File: src/design/csm_pkg.sv
// ----------------------------------------------------------------------------
// csm_pkg
// Types, constants and calendar helpers for the cron schedule matcher.
// ----------------------------------------------------------------------------
package csm_pkg;

	localparam int unsigned FIRST_YEAR = 1970;
	localparam int unsigned LAST_YEAR  = 2099;

	typedef enum logic [1:0] {
		ACT_SET_CLOCK = 2'd0,
		ACT_WRITE     = 2'd1,
		ACT_TICK      = 2'd2,
		ACT_NONE      = 2'd3
	} action_t;

	typedef enum logic [2:0] {
		SEL_MINUTE  = 3'd0,
		SEL_HOUR    = 3'd1,
		SEL_DAY     = 3'd2,
		SEL_MONTH   = 3'd3,
		SEL_WEEKDAY = 3'd4
	} mask_sel_t;

	typedef enum logic [1:0] {
		ST_IDLE  = 2'd0,
		ST_WDAY  = 2'd1,
		ST_SCAN  = 2'd2,
		ST_EMPTY = 2'd3
	} state_t;

	typedef struct packed {
		logic [11:0] year;
		logic [3:0]  month;
		logic [4:0]  day;
		logic [4:0]  hour;
		logic [5:0]  minute;
		logic [2:0]  weekday;
	} cal_t;

	// one entry's masks, in value order (day and month bit 0 means value 1)
	typedef struct packed {
		logic [59:0] minute;
		logic [23:0] hour;
		logic [30:0] day;
		logic [11:0] month;
		logic [6:0]  weekday;
	} masks_t;

	// write command handed down the chain of cells
	typedef struct packed {
		logic        en;
		logic [5:0]  index;
		mask_sel_t   sel;
		logic [59:0] bits;
	} wr_t;

	function automatic logic [4:0] days_in(input logic [11:0] year, input logic [3:0] month);
		logic [4:0] len;
		case (month)
			4'd2:                      len = (year[1:0] == 2'b00) ? 5'd29 : 5'd28;
			4'd4, 4'd6, 4'd9, 4'd11:   len = 5'd30;
			default:                   len = 5'd31;
		endcase
		return len;
	endfunction

	// weekday offset (mod 7) of the first of a month within its year
	function automatic logic [2:0] month_off(input logic leap, input logic [3:0] month);
		logic [2:0] o;
		case (month)
			4'd1:    o = 3'd0;
			4'd2:    o = 3'd3;
			4'd3:    o = leap ? 3'd4 : 3'd3;
			4'd4:    o = leap ? 3'd0 : 3'd6;
			4'd5:    o = leap ? 3'd2 : 3'd1;
			4'd6:    o = leap ? 3'd5 : 3'd4;
			4'd7:    o = leap ? 3'd0 : 3'd6;
			4'd8:    o = leap ? 3'd3 : 3'd2;
			4'd9:    o = leap ? 3'd6 : 3'd5;
			4'd10:   o = leap ? 3'd1 : 3'd0;
			4'd11:   o = leap ? 3'd4 : 3'd3;
			4'd12:   o = leap ? 3'd6 : 3'd5;
			default: o = 3'd0;
		endcase
		return o;
	endfunction

	function automatic logic [2:0] add_mod7(input logic [2:0] a, input logic [2:0] b);
		logic [3:0] s;
		s = {1'b0, a} + {1'b0, b};
		return (s >= 4'd7) ? 3'(s - 4'd7) : s[2:0];
	endfunction

	// remainder by 7 of a day offset (0..31), one compare and subtract
	function automatic logic [2:0] mod7_small(input logic [4:0] v);
		logic [4:0] r;
		r = v;
		if (r >= 5'd28)      r = r - 5'd28;
		else if (r >= 5'd21) r = r - 5'd21;
		else if (r >= 5'd14) r = r - 5'd14;
		else if (r >= 5'd7)  r = r - 5'd7;
		return r[2:0];
	endfunction

endpackage

File: src/design/csm_if.sv
// ----------------------------------------------------------------------------
// csm_in_if / csm_out_if
// Valid/ready channels for commands and match results.
// ----------------------------------------------------------------------------
interface csm_in_if;
	logic        valid;
	logic        ready;
	logic [1:0]  action;
	logic [3:0]  entry_index;
	logic [2:0]  mask_select;
	logic [59:0] mask_bits;
	logic [11:0] set_year;
	logic [3:0]  set_month;
	logic [4:0]  set_day;
	logic [4:0]  set_hour;
	logic [5:0]  set_minute;
	modport source (output valid, action, entry_index, mask_select, mask_bits,
		set_year, set_month, set_day, set_hour, set_minute, input ready);
	modport sink (input valid, action, entry_index, mask_select, mask_bits,
		set_year, set_month, set_day, set_hour, set_minute, output ready);
endinterface

interface csm_out_if;
	logic        valid;
	logic        ready;
	logic        hit;
	logic [3:0]  entry_number;
	logic        last;
	logic [11:0] time_year;
	logic [3:0]  time_month;
	logic [4:0]  time_day;
	logic [4:0]  time_hour;
	logic [5:0]  time_minute;
	logic [2:0]  time_weekday;
	modport source (output valid, hit, entry_number, last, time_year, time_month,
		time_day, time_hour, time_minute, time_weekday, input ready);
	modport sink (input valid, hit, entry_number, last, time_year, time_month,
		time_day, time_hour, time_minute, time_weekday, output ready);
endinterface

File: src/design/csm_cell.sv
// ----------------------------------------------------------------------------
// csm_cell
// One table entry: holds its masks, passes writes and the token onward.
// ----------------------------------------------------------------------------
module csm_cell import csm_pkg::*; #(
	parameter int unsigned IDX = 0
) (
	input  logic   clk,
	input  logic   arst_n,
	input  wr_t    wr_in,
	output wr_t    wr_out,
	input  logic   adv,          // scan step: chain shifts one place
	input  logic   load,         // load match bit for the current time
	input  cal_t   now,
	input  logic   match_in,     // match flag from the upstream neighbor
	output logic   match_out
);
	masks_t masks_q;
	wr_t    wr_q;
	logic   match_q;
	logic   ok;

	always_ff @(posedge clk or negedge arst_n) begin
		if (!arst_n) begin
			masks_q <= '0;
			wr_q    <= '0;
			match_q <= 1'b0;
		end else begin
			wr_q <= wr_in;
			if (wr_in.en && wr_in.index == 6'(IDX)) begin
				case (wr_in.sel)
					SEL_MINUTE:  masks_q.minute  <= wr_in.bits;
					SEL_HOUR:    masks_q.hour    <= wr_in.bits[23:0];
					SEL_DAY:     masks_q.day     <= wr_in.bits[31:1];
					SEL_MONTH:   masks_q.month   <= wr_in.bits[12:1];
					SEL_WEEKDAY: masks_q.weekday <= wr_in.bits[6:0];
					default: ;
				endcase
			end
			if (load)
				match_q <= ok;
			else if (adv)
				match_q <= match_in;
		end
	end

	assign ok = masks_q.minute[now.minute] && masks_q.hour[now.hour]
		&& masks_q.day[5'(now.day - 5'd1)] && masks_q.month[4'(now.month - 4'd1)]
		&& masks_q.weekday[now.weekday];

	assign wr_out    = wr_q;
	assign match_out = match_q;
endmodule

File: src/design/csm_clock.sv
// ----------------------------------------------------------------------------
// csm_clock
// Calendar register: set with clamping, weekday by yearly walk, tick advance.
// ----------------------------------------------------------------------------
module csm_clock import csm_pkg::*; (
	input  logic        clk,
	input  logic        arst_n,
	input  logic        set_en,
	input  logic [11:0] set_year,
	input  logic [3:0]  set_month,
	input  logic [4:0]  set_day,
	input  logic [4:0]  set_hour,
	input  logic [5:0]  set_minute,
	input  logic        advance,
	output logic        wday_busy,
	output cal_t        now
);
	cal_t       cal_q;
	logic [11:0] walk_q;     // year being walked toward cal_q.year
	logic [2:0]  acc_q;      // weekday of Jan 1 of walk_q
	logic        busy_q;
	logic [11:0] y;
	logic [3:0]  mo;
	logic [4:0]  d, len, h;
	logic [5:0]  mi;
	logic        at_end;
	cal_t        nxt;

	always_comb begin
		y  = (set_year < 12'(FIRST_YEAR)) ? 12'(FIRST_YEAR) :
			(set_year > 12'(LAST_YEAR)) ? 12'(LAST_YEAR) : set_year;
		mo = (set_month < 4'd1) ? 4'd1 : (set_month > 4'd12) ? 4'd12 : set_month;
		len = days_in(y, mo);
		d  = (set_day < 5'd1) ? 5'd1 : (set_day > len) ? len : set_day;
		h  = (set_hour > 5'd23) ? 5'd23 : set_hour;
		mi = (set_minute > 6'd59) ? 6'd59 : set_minute;
	end

	always_comb begin
		nxt = cal_q;
		at_end = cal_q.year >= 12'(LAST_YEAR) && cal_q.month == 4'd12 && cal_q.day == 5'd31
			&& cal_q.hour == 5'd23 && cal_q.minute == 6'd59;
		if (!at_end) begin
			if (cal_q.minute != 6'd59) nxt.minute = cal_q.minute + 6'd1;
			else begin
				nxt.minute = '0;
				if (cal_q.hour != 5'd23) nxt.hour = cal_q.hour + 5'd1;
				else begin
					nxt.hour = '0;
					nxt.weekday = add_mod7(cal_q.weekday, 3'd1);
					if (cal_q.day < days_in(cal_q.year, cal_q.month))
						nxt.day = cal_q.day + 5'd1;
					else begin
						nxt.day = 5'd1;
						if (cal_q.month < 4'd12) nxt.month = cal_q.month + 4'd1;
						else begin
							nxt.month = 4'd1;
							nxt.year  = cal_q.year + 12'd1;
						end
					end
				end
			end
		end
	end

	always_ff @(posedge clk or negedge arst_n) begin
		if (!arst_n) begin
			cal_q  <= '{year: 12'(FIRST_YEAR), month: 4'd1, day: 5'd1, hour: '0,
				minute: '0, weekday: 3'd4};
			walk_q <= 12'(FIRST_YEAR);
			acc_q  <= 3'd4;
			busy_q <= 1'b0;
		end else if (set_en) begin
			cal_q  <= '{year: y, month: mo, day: d, hour: h, minute: mi, weekday: '0};
			walk_q <= 12'(FIRST_YEAR);
			acc_q  <= 3'd4;
			busy_q <= 1'b1;
		end else if (busy_q) begin
			// one year per cycle: 365 = 1, 366 = 2 mod 7
			if (walk_q != cal_q.year) begin
				acc_q  <= add_mod7(acc_q, (walk_q[1:0] == 2'b00) ? 3'd2 : 3'd1);
				walk_q <= walk_q + 12'd1;
			end else begin
				cal_q.weekday <= add_mod7(add_mod7(acc_q,
					month_off(cal_q.year[1:0] == 2'b00, cal_q.month)),
					mod7_small(cal_q.day - 5'd1));
				busy_q <= 1'b0;
			end
		end else if (advance) begin
			cal_q <= nxt;
		end
	end

	assign wday_busy = busy_q;
	assign now = cal_q;
endmodule

File: src/design/cron_schedule_matcher_unit.sv
// ----------------------------------------------------------------------------
// cron_schedule_matcher_unit
// Minute calendar clock with a chain of cron entry cells.
// ----------------------------------------------------------------------------
// channel  dir  transfer
// cmd      in   set clock / write mask / tick
// res      out  one per matching entry, or one miss, last on the final
// cfg      in   entry_count, write enable only
//
// A mask write ripples down the chain one cell a cycle; input stays closed
// while the write is still in the chain so a following tick sees it in every cell.
// Set clock walks the years from 1970 for the weekday; input stays closed meanwhile.
// A tick loads match flags, then shifts them out one cell a cycle while the
// output is not stalled. Reset clears all masks.
module cron_schedule_matcher_unit import csm_pkg::*; #(
	parameter int unsigned MAX_ENTRIES = 16
) (
	input  logic       clk,
	input  logic       arst_n,
	input  logic       cfg_we,
	input  logic [4:0] cfg_wdata,
	csm_in_if.sink     cmd,
	csm_out_if.source  res
);
	localparam int unsigned N   = MAX_ENTRIES;
	localparam int unsigned CW  = $clog2(N + 1);
	localparam int unsigned EFF = (N < 16) ? N : 16;

	logic [4:0]    count_q;
	state_t        state_q, state_d;
	logic [CW-1:0] pos_q;     // index of entry at chain head
	logic [CW-1:0] lim;       // active entries
	logic          any_q;
	logic          ev_valid_q;
	logic          tail_q;
	logic [3:0]    tnum_q;
	logic [N-1:0]  wr_pend;   // a write still moving down the chain
	logic          ofree, acc, do_tick, do_set, step, last_step, wday_busy;
	cal_t          now, snap_q;
	wr_t           wr_chain [N+1];
	logic          m_chain  [N+1];

	assign lim = (count_q > 5'(EFF)) ? CW'(EFF) : CW'(count_q);
	assign ofree   = !ev_valid_q || res.ready;
	assign cmd.ready = state_q == ST_IDLE && !wday_busy && !tail_q && !(|wr_pend);
	assign acc     = cmd.valid && cmd.ready;
	assign do_tick = acc && action_t'(cmd.action) == ACT_TICK;
	assign do_set  = acc && action_t'(cmd.action) == ACT_SET_CLOCK;
	assign step    = state_q == ST_SCAN && ofree;
	assign last_step = pos_q + CW'(1) >= lim;

	assign wr_chain[0] = '{en: acc && action_t'(cmd.action) == ACT_WRITE,
		index: 6'(cmd.entry_index), sel: mask_sel_t'(cmd.mask_select), bits: cmd.mask_bits};
	assign m_chain[N] = 1'b0;

	for (genvar i = 0; i < N; i++) begin : g_cell
		csm_cell #(.IDX(i)) u_cell (
			.clk, .arst_n, .wr_in(wr_chain[i]), .wr_out(wr_chain[i+1]),
			.adv(step), .load(do_tick), .now,
			.match_in(m_chain[i+1]), .match_out(m_chain[i]));
		assign wr_pend[i] = wr_chain[i+1].en;
	end

	csm_clock u_clock (
		.clk, .arst_n, .set_en(do_set), .set_year(cmd.set_year),
		.set_month(cmd.set_month), .set_day(cmd.set_day), .set_hour(cmd.set_hour),
		.set_minute(cmd.set_minute), .advance(do_tick), .wday_busy, .now);

	always_comb begin
		state_d = state_q;
		case (state_q)
			ST_IDLE:  if (do_tick) state_d = (lim == '0) ? ST_EMPTY : ST_SCAN;
			ST_SCAN:  if (step && last_step && (any_q || m_chain[0])) state_d = ST_IDLE;
				else if (step && last_step) state_d = ST_EMPTY;
			ST_EMPTY: if (ofree) state_d = ST_IDLE;
			default:  state_d = ST_IDLE;
		endcase
	end

	always_ff @(posedge clk or negedge arst_n) begin
		if (!arst_n) begin
			count_q  <= '0;
			state_q  <= ST_IDLE;
			pos_q    <= '0;
			any_q    <= 1'b0;
		end else begin
			if (cfg_we) count_q <= cfg_wdata;
			state_q <= state_d;
			if (do_tick) begin
				pos_q <= '0;
				any_q <= 1'b0;
			end else if (step) begin
				pos_q <= pos_q + CW'(1);
				if (m_chain[0]) any_q <= 1'b1;
			end
		end
	end

	// hits are held one behind so the final one can be flagged last
	logic [3:0]  pnum_q;
	always_ff @(posedge clk) begin
		if (do_tick) snap_q <= now;
		if (step && m_chain[0]) pnum_q <= 4'(pos_q);
	end
	// output register
	logic        ohit_q, olast_q;
	logic [3:0]  onum_q;
	cal_t        otime_q;
	logic        held_q;   // a hit waits for its successor
	always_ff @(posedge clk or negedge arst_n) begin
		if (!arst_n) held_q <= 1'b0;
		else begin
			if (do_tick) held_q <= 1'b0;
			else if (step && m_chain[0]) held_q <= 1'b1;
			else if (step && last_step) held_q <= 1'b0;
		end
	end
	logic emit;
	assign emit = (step && ((m_chain[0] && held_q) || (last_step && (held_q || m_chain[0]))))
		|| (state_q == ST_EMPTY && ofree);
	logic        ev_hit, ev_last;
	logic [3:0]  ev_num;
	// pending-tail: a new hit on the last step still needs one more slot
	always_comb begin
		ev_hit = 1'b1; ev_last = 1'b0; ev_num = pnum_q;
		if (state_q == ST_EMPTY) begin
			ev_hit = 1'b0; ev_last = 1'b1; ev_num = '0;
		end else if (last_step && !m_chain[0]) begin
			ev_last = 1'b1;
		end else if (last_step && m_chain[0] && !held_q) begin
			ev_num = 4'(pos_q); ev_last = 1'b1;
		end
	end
	always_ff @(posedge clk) begin
		if (emit || tail_q && ofree) begin
			ohit_q  <= tail_q ? 1'b1 : ev_hit;
			olast_q <= tail_q ? 1'b1 : ev_last;
			onum_q  <= tail_q ? tnum_q : ev_num;
			otime_q <= snap_q;
		end
	end
	always_ff @(posedge clk or negedge arst_n) begin
		if (!arst_n) begin
			tail_q <= 1'b0; ev_valid_q <= 1'b0; tnum_q <= '0;
		end else begin
			if (tail_q && ofree) tail_q <= 1'b0;
			if (step && last_step && m_chain[0] && held_q) begin
				tail_q <= 1'b1; tnum_q <= 4'(pos_q);
			end
			if (res.ready) ev_valid_q <= 1'b0;
			if (emit || (tail_q && ofree)) ev_valid_q <= 1'b1;
		end
	end

	assign res.valid        = ev_valid_q;
	assign res.hit          = ohit_q;
	assign res.entry_number = onum_q;
	assign res.last         = olast_q;
	assign res.time_year    = otime_q.year;
	assign res.time_month   = otime_q.month;
	assign res.time_day     = otime_q.day;
	assign res.time_hour    = otime_q.hour;
	assign res.time_minute  = otime_q.minute;
	assign res.time_weekday = otime_q.weekday;

	assert property (@(posedge clk) disable iff (!arst_n)
		acc |-> (state_q == ST_IDLE)) else $error("command taken while busy");
	assert property (@(posedge clk) disable iff (!arst_n)
		(res.valid && !res.ready) |=> res.valid) else $error("result dropped");
	assert property (@(posedge clk) disable iff (!arst_n)
		(res.valid && !res.hit) |-> res.last) else $error("miss not last");
	assert property (@(posedge clk) disable iff (!arst_n)
		(state_q == ST_SCAN) |-> (pos_q < lim)) else $error("scan past count");
endmodule

File: src/flat_wrapper.sv
// flat-port wrapper written by rule: the top's interface ports become plain ports
module cron_schedule_matcher_unit_flat import csm_pkg::*;
#(
	parameter int unsigned MAX_ENTRIES = 16
)
  (clk, arst_n, cfg_we, cfg_wdata, cmd_valid, cmd_action, cmd_entry_index, cmd_mask_select, cmd_mask_bits, cmd_set_year, cmd_set_month, cmd_set_day, cmd_set_hour, cmd_set_minute, cmd_ready, res_valid, res_hit, res_entry_number, res_last, res_time_year, res_time_month, res_time_day, res_time_hour, res_time_minute, res_time_weekday, res_ready);
  csm_in_if cmd_i ();
  csm_out_if res_i ();
  input  logic clk;
  input  logic arst_n;
  input  logic cfg_we;
  input  logic [4:0] cfg_wdata;
  input wire logic [$bits(cmd_i.valid)-1:0] cmd_valid;
  input wire logic [$bits(cmd_i.action)-1:0] cmd_action;
  input wire logic [$bits(cmd_i.entry_index)-1:0] cmd_entry_index;
  input wire logic [$bits(cmd_i.mask_select)-1:0] cmd_mask_select;
  input wire logic [$bits(cmd_i.mask_bits)-1:0] cmd_mask_bits;
  input wire logic [$bits(cmd_i.set_year)-1:0] cmd_set_year;
  input wire logic [$bits(cmd_i.set_month)-1:0] cmd_set_month;
  input wire logic [$bits(cmd_i.set_day)-1:0] cmd_set_day;
  input wire logic [$bits(cmd_i.set_hour)-1:0] cmd_set_hour;
  input wire logic [$bits(cmd_i.set_minute)-1:0] cmd_set_minute;
  output wire logic [$bits(cmd_i.ready)-1:0] cmd_ready;
  output wire logic [$bits(res_i.valid)-1:0] res_valid;
  output wire logic [$bits(res_i.hit)-1:0] res_hit;
  output wire logic [$bits(res_i.entry_number)-1:0] res_entry_number;
  output wire logic [$bits(res_i.last)-1:0] res_last;
  output wire logic [$bits(res_i.time_year)-1:0] res_time_year;
  output wire logic [$bits(res_i.time_month)-1:0] res_time_month;
  output wire logic [$bits(res_i.time_day)-1:0] res_time_day;
  output wire logic [$bits(res_i.time_hour)-1:0] res_time_hour;
  output wire logic [$bits(res_i.time_minute)-1:0] res_time_minute;
  output wire logic [$bits(res_i.time_weekday)-1:0] res_time_weekday;
  input wire logic [$bits(res_i.ready)-1:0] res_ready;
  assign cmd_i.valid = cmd_valid;
  assign cmd_i.action = cmd_action;
  assign cmd_i.entry_index = cmd_entry_index;
  assign cmd_i.mask_select = cmd_mask_select;
  assign cmd_i.mask_bits = cmd_mask_bits;
  assign cmd_i.set_year = cmd_set_year;
  assign cmd_i.set_month = cmd_set_month;
  assign cmd_i.set_day = cmd_set_day;
  assign cmd_i.set_hour = cmd_set_hour;
  assign cmd_i.set_minute = cmd_set_minute;
  assign cmd_ready = cmd_i.ready;
  assign res_valid = res_i.valid;
  assign res_hit = res_i.hit;
  assign res_entry_number = res_i.entry_number;
  assign res_last = res_i.last;
  assign res_time_year = res_i.time_year;
  assign res_time_month = res_i.time_month;
  assign res_time_day = res_i.time_day;
  assign res_time_hour = res_i.time_hour;
  assign res_time_minute = res_i.time_minute;
  assign res_time_weekday = res_i.time_weekday;
  assign res_i.ready = res_ready;
  cron_schedule_matcher_unit #(.MAX_ENTRIES(MAX_ENTRIES)) u_core (.clk(clk), .arst_n(arst_n), .cfg_we(cfg_we), .cfg_wdata(cfg_wdata), .cmd(cmd_i), .res(res_i));
endmodule
File: config.mk
export PLATFORM = sky130hd
export DESIGN_NAME = cron_schedule_matcher_unit_flat
export DESIGN_NICKNAME = d
export VERILOG_FILES = /design/src/design/csm_pkg.sv /design/src/design/csm_if.sv /design/src/design/csm_cell.sv /design/src/design/csm_clock.sv /design/src/design/cron_schedule_matcher_unit.sv /design/src/flat_wrapper.sv
export SDC_FILE = /design/constraint.sdc
export NUM_CORES = 2
export LEC_CHECK = 0
export BUFFER_PORTS_ARGS = -buffer_cell sky130_fd_sc_hd__buf_2
export CAP_MARGIN = 0
export CORE_MARGIN = 2
export CORE_UTILIZATION = 48
export DETAILED_ROUTE_END_ITERATION = 8
export PLACE_DENSITY_LB_ADDON = 0.3
export SLEW_MARGIN = 20
export SYNTH_ARGS = -nofsm -noshare
export SYNTH_HDL_FRONTEND = slang
export SYNTH_HIERARCHICAL = 1
export SYNTH_SLANG_ARGS = --single-unit
File: constraint.sdc
create_clock -name clk -period 20.7 [get_ports clk]
set_clock_uncertainty 0.15 [all_clocks]
set_input_delay 3.105 -clock clk [delete_from_list [all_inputs] [get_ports clk]]
set_output_delay 3.105 -clock clk [all_outputs]
set_load 0.02 [all_outputs]
==> results.yml <==
sta:
  hold-worst-slack_ps: 213
  drv_slew: 0
  hold_viol: 0
  final-setup-viol-count: 0
  period_share_pct: 31.3
  slew_headroom_pct: 19.6
  rsz0062_at_grt: "no"
  tightest_slew_ps: 1200
  setup_tns_ps: 0
  fmax_mhz: 154
  post-route-min-period_ps: 6480
floorplanning:
  die_h_um: 537
  io_pins: 154
  fp.dieArea_mm2: 0.289
  fp.dieW_um: 537
  start_util_pct: 48.3
  coreArea_mm2: 0.283
  rows: 195
finish:
  post_route_cells_drive_above_1_share_pct: 37.8
  layout-area-overhead-vs-synth_pct: 11.8
  layout.nets: 8915
  final_common_cell: "dfrtp_1"
  layout_common_cells: "3244 x dfrtp_1, 2009 x mux2_2, 405 x mux4_2"
  fillers: 22300
setup_path:
  critPathKind: "primary input to asynchronous set/reset pin"
  start_kind: "primary input"
  worst_setup_path_end_kind: "asynchronous set/reset pin"
  cp_data_arrival_time_ps: 7190
  cp_data_required_time_ps: 21410
  worst-path-max-fanout: 175
job:
  cap_violations: 0
route:
  avgRoutedWirePerCell_um: 25.6
  drt.antenna.violating_nets: 0
  drcViolationCount: 0
  vias: 74500
  dr.pass1.iters: 7
  drtIter0Drc: 5389
  vias_per_cell: 5.85
  drt-total-wl_mm: 327
power_and_ir_drop:
  pwr_density_cell_mw_per_mm2: 85.8
  p_leak_nw: 70.8
  totalPowerFinal_mw: 13.1
  ir_drop_v: 0.0000910
cts:
  clk_latency_ps: 880
  numCtsBuffers: 334
  post_cts_buffers: 0
  clk_pin_slew_ps: 60
  ctsHtreeMaxLevel: 5
  cts-root-buf: "clkbuf_16"
  cts_resized: 0
  cts_tree: "yes"
  hold_buffers: 0
  clk_path_buf_depth: 4
  clock-sinks: 3362
yosys:
  syn_area_mm2: 0.137
  synth_area_per_cell_um2: 16.2
  yosysWarnings: 6
  syn_inst: 8444
placement:
  port_buffers: 153
  hpwlAfterDp_mm: 218
  place_congestion: 0.823
hold_path:
  hold_class: "flip-flop to flip-flop"
global_route:
  grt_antenna_before_repair: 15
  grt_pass1_vias: 79200
  grt_max_degree: 192
  grt_first_pass_wirelength_mm: 504
  overflow: 0
  track_usage_pct: 22.8
run_status:
  status: "completed"
==> power breakdown <==
group	internal (mW)	switching, mW	total [mW]
logic	0.0266	0.140	0.167
registers	6.70	0.138	6.83
clock network	3.59	2.51	6.09
total	10.3	2.79	13.1
==> critical path, cell delays in order <==
cell	delay, ps
buf_12	360
buf_12	690
buf_4	890
buf_4	720
buf_4	850
==> flip-flops by register name, summed over array words and instances, names as in the netlist, 6 cells and up <==
register	flops
u_core/res.time_year	12
u_core/res.time_minute	6
u_core/g_cell.u_cell/masks_q	2144
u_core/snap_q	35
u_core/g_cell.u_cell/match_out	16
u_core/u_clock/now	35
u_core/g_cell.u_cell/wr_out	1051
u_core/u_clock/walk_q	12
==> cell type report <==
class | count | area (um2) | area share (%)
Clock inverter | 111 | 1310 | 0.861
Timing Repair Buffer | 291 | 2020 | 1.32
Clock buffer | 480 | 9740 | 6.38
Antenna cell | 11 | 27.5 | 0.0180
Inverter | 162 | 608 | 0.398
Sequential cell | 3362 | 84600 | 55.4
Tap cell | 3743 | 4680 | 3.07
Multi-Input combinational cell | 4575 | 49600 | 32.5
==> layer usage <==
metal	global-route usage (%)	part of all wire (%)	up-vias
met3	3.12	4.3	588
met5	0	0	-
met4	7.44	3.3	0
met2	37.9	49	1816
met1	31.3	43	40300
li1	-	-	31800
==> path summary, 6_finish.rpt <==
path / to / from / depth (start not counted) / slack (ps)
setup / recovery: u_core/g_cell[0].u_cell/masks_q[58]$_DFFE_PN0P_ / arst_n / 5 / 14220
hold / removal: u_core/g_cell[13].u_cell/wr_out[67]$_DFF_PN0_ / u_core/g_cell[12].u_cell/wr_out[67]$_DFF_PN0_ / 0 / 210
setup reg to reg: u_core/u_clock/now[1]$_DFFE_PN0P_ / u_core/u_clock/now[19]$_DFFE_PN1P_ / 22 / 14420
hold reg to reg: u_core/g_cell[13].u_cell/wr_out[67]$_DFF_PN0_ / u_core/g_cell[12].u_cell/wr_out[67]$_DFF_PN0_ / 0 / 210
max in group clk: u_core/u_clock/now[1]$_DFFE_PN0P_ / u_core/u_clock/now[19]$_DFFE_PN1P_ / 22 / 14420
min in group asynchronous: u_core/g_cell[11].u_cell/masks_q[120]$_DFFE_PN0P_ / arst_n / 1 / 2080
==> stage by stage <==
stage / cell area [um2] / worst slack, ps / utilization [%] / instances
floorplan: 137000 / 11600 / - / 8448
global placement: 141000 / 13210 / 50.1 / 12100
detailed placement: 141000 / 13020 / 50.1 / 12100
CTS: 153000 / 13970 / 54.0 / 12700
global route: 153000 / 13540 / 54.0 / 12700
finish: 153000 / 14220 / 54.0 / 12700
No activity file was read; power rests on OpenSTA's default activity.
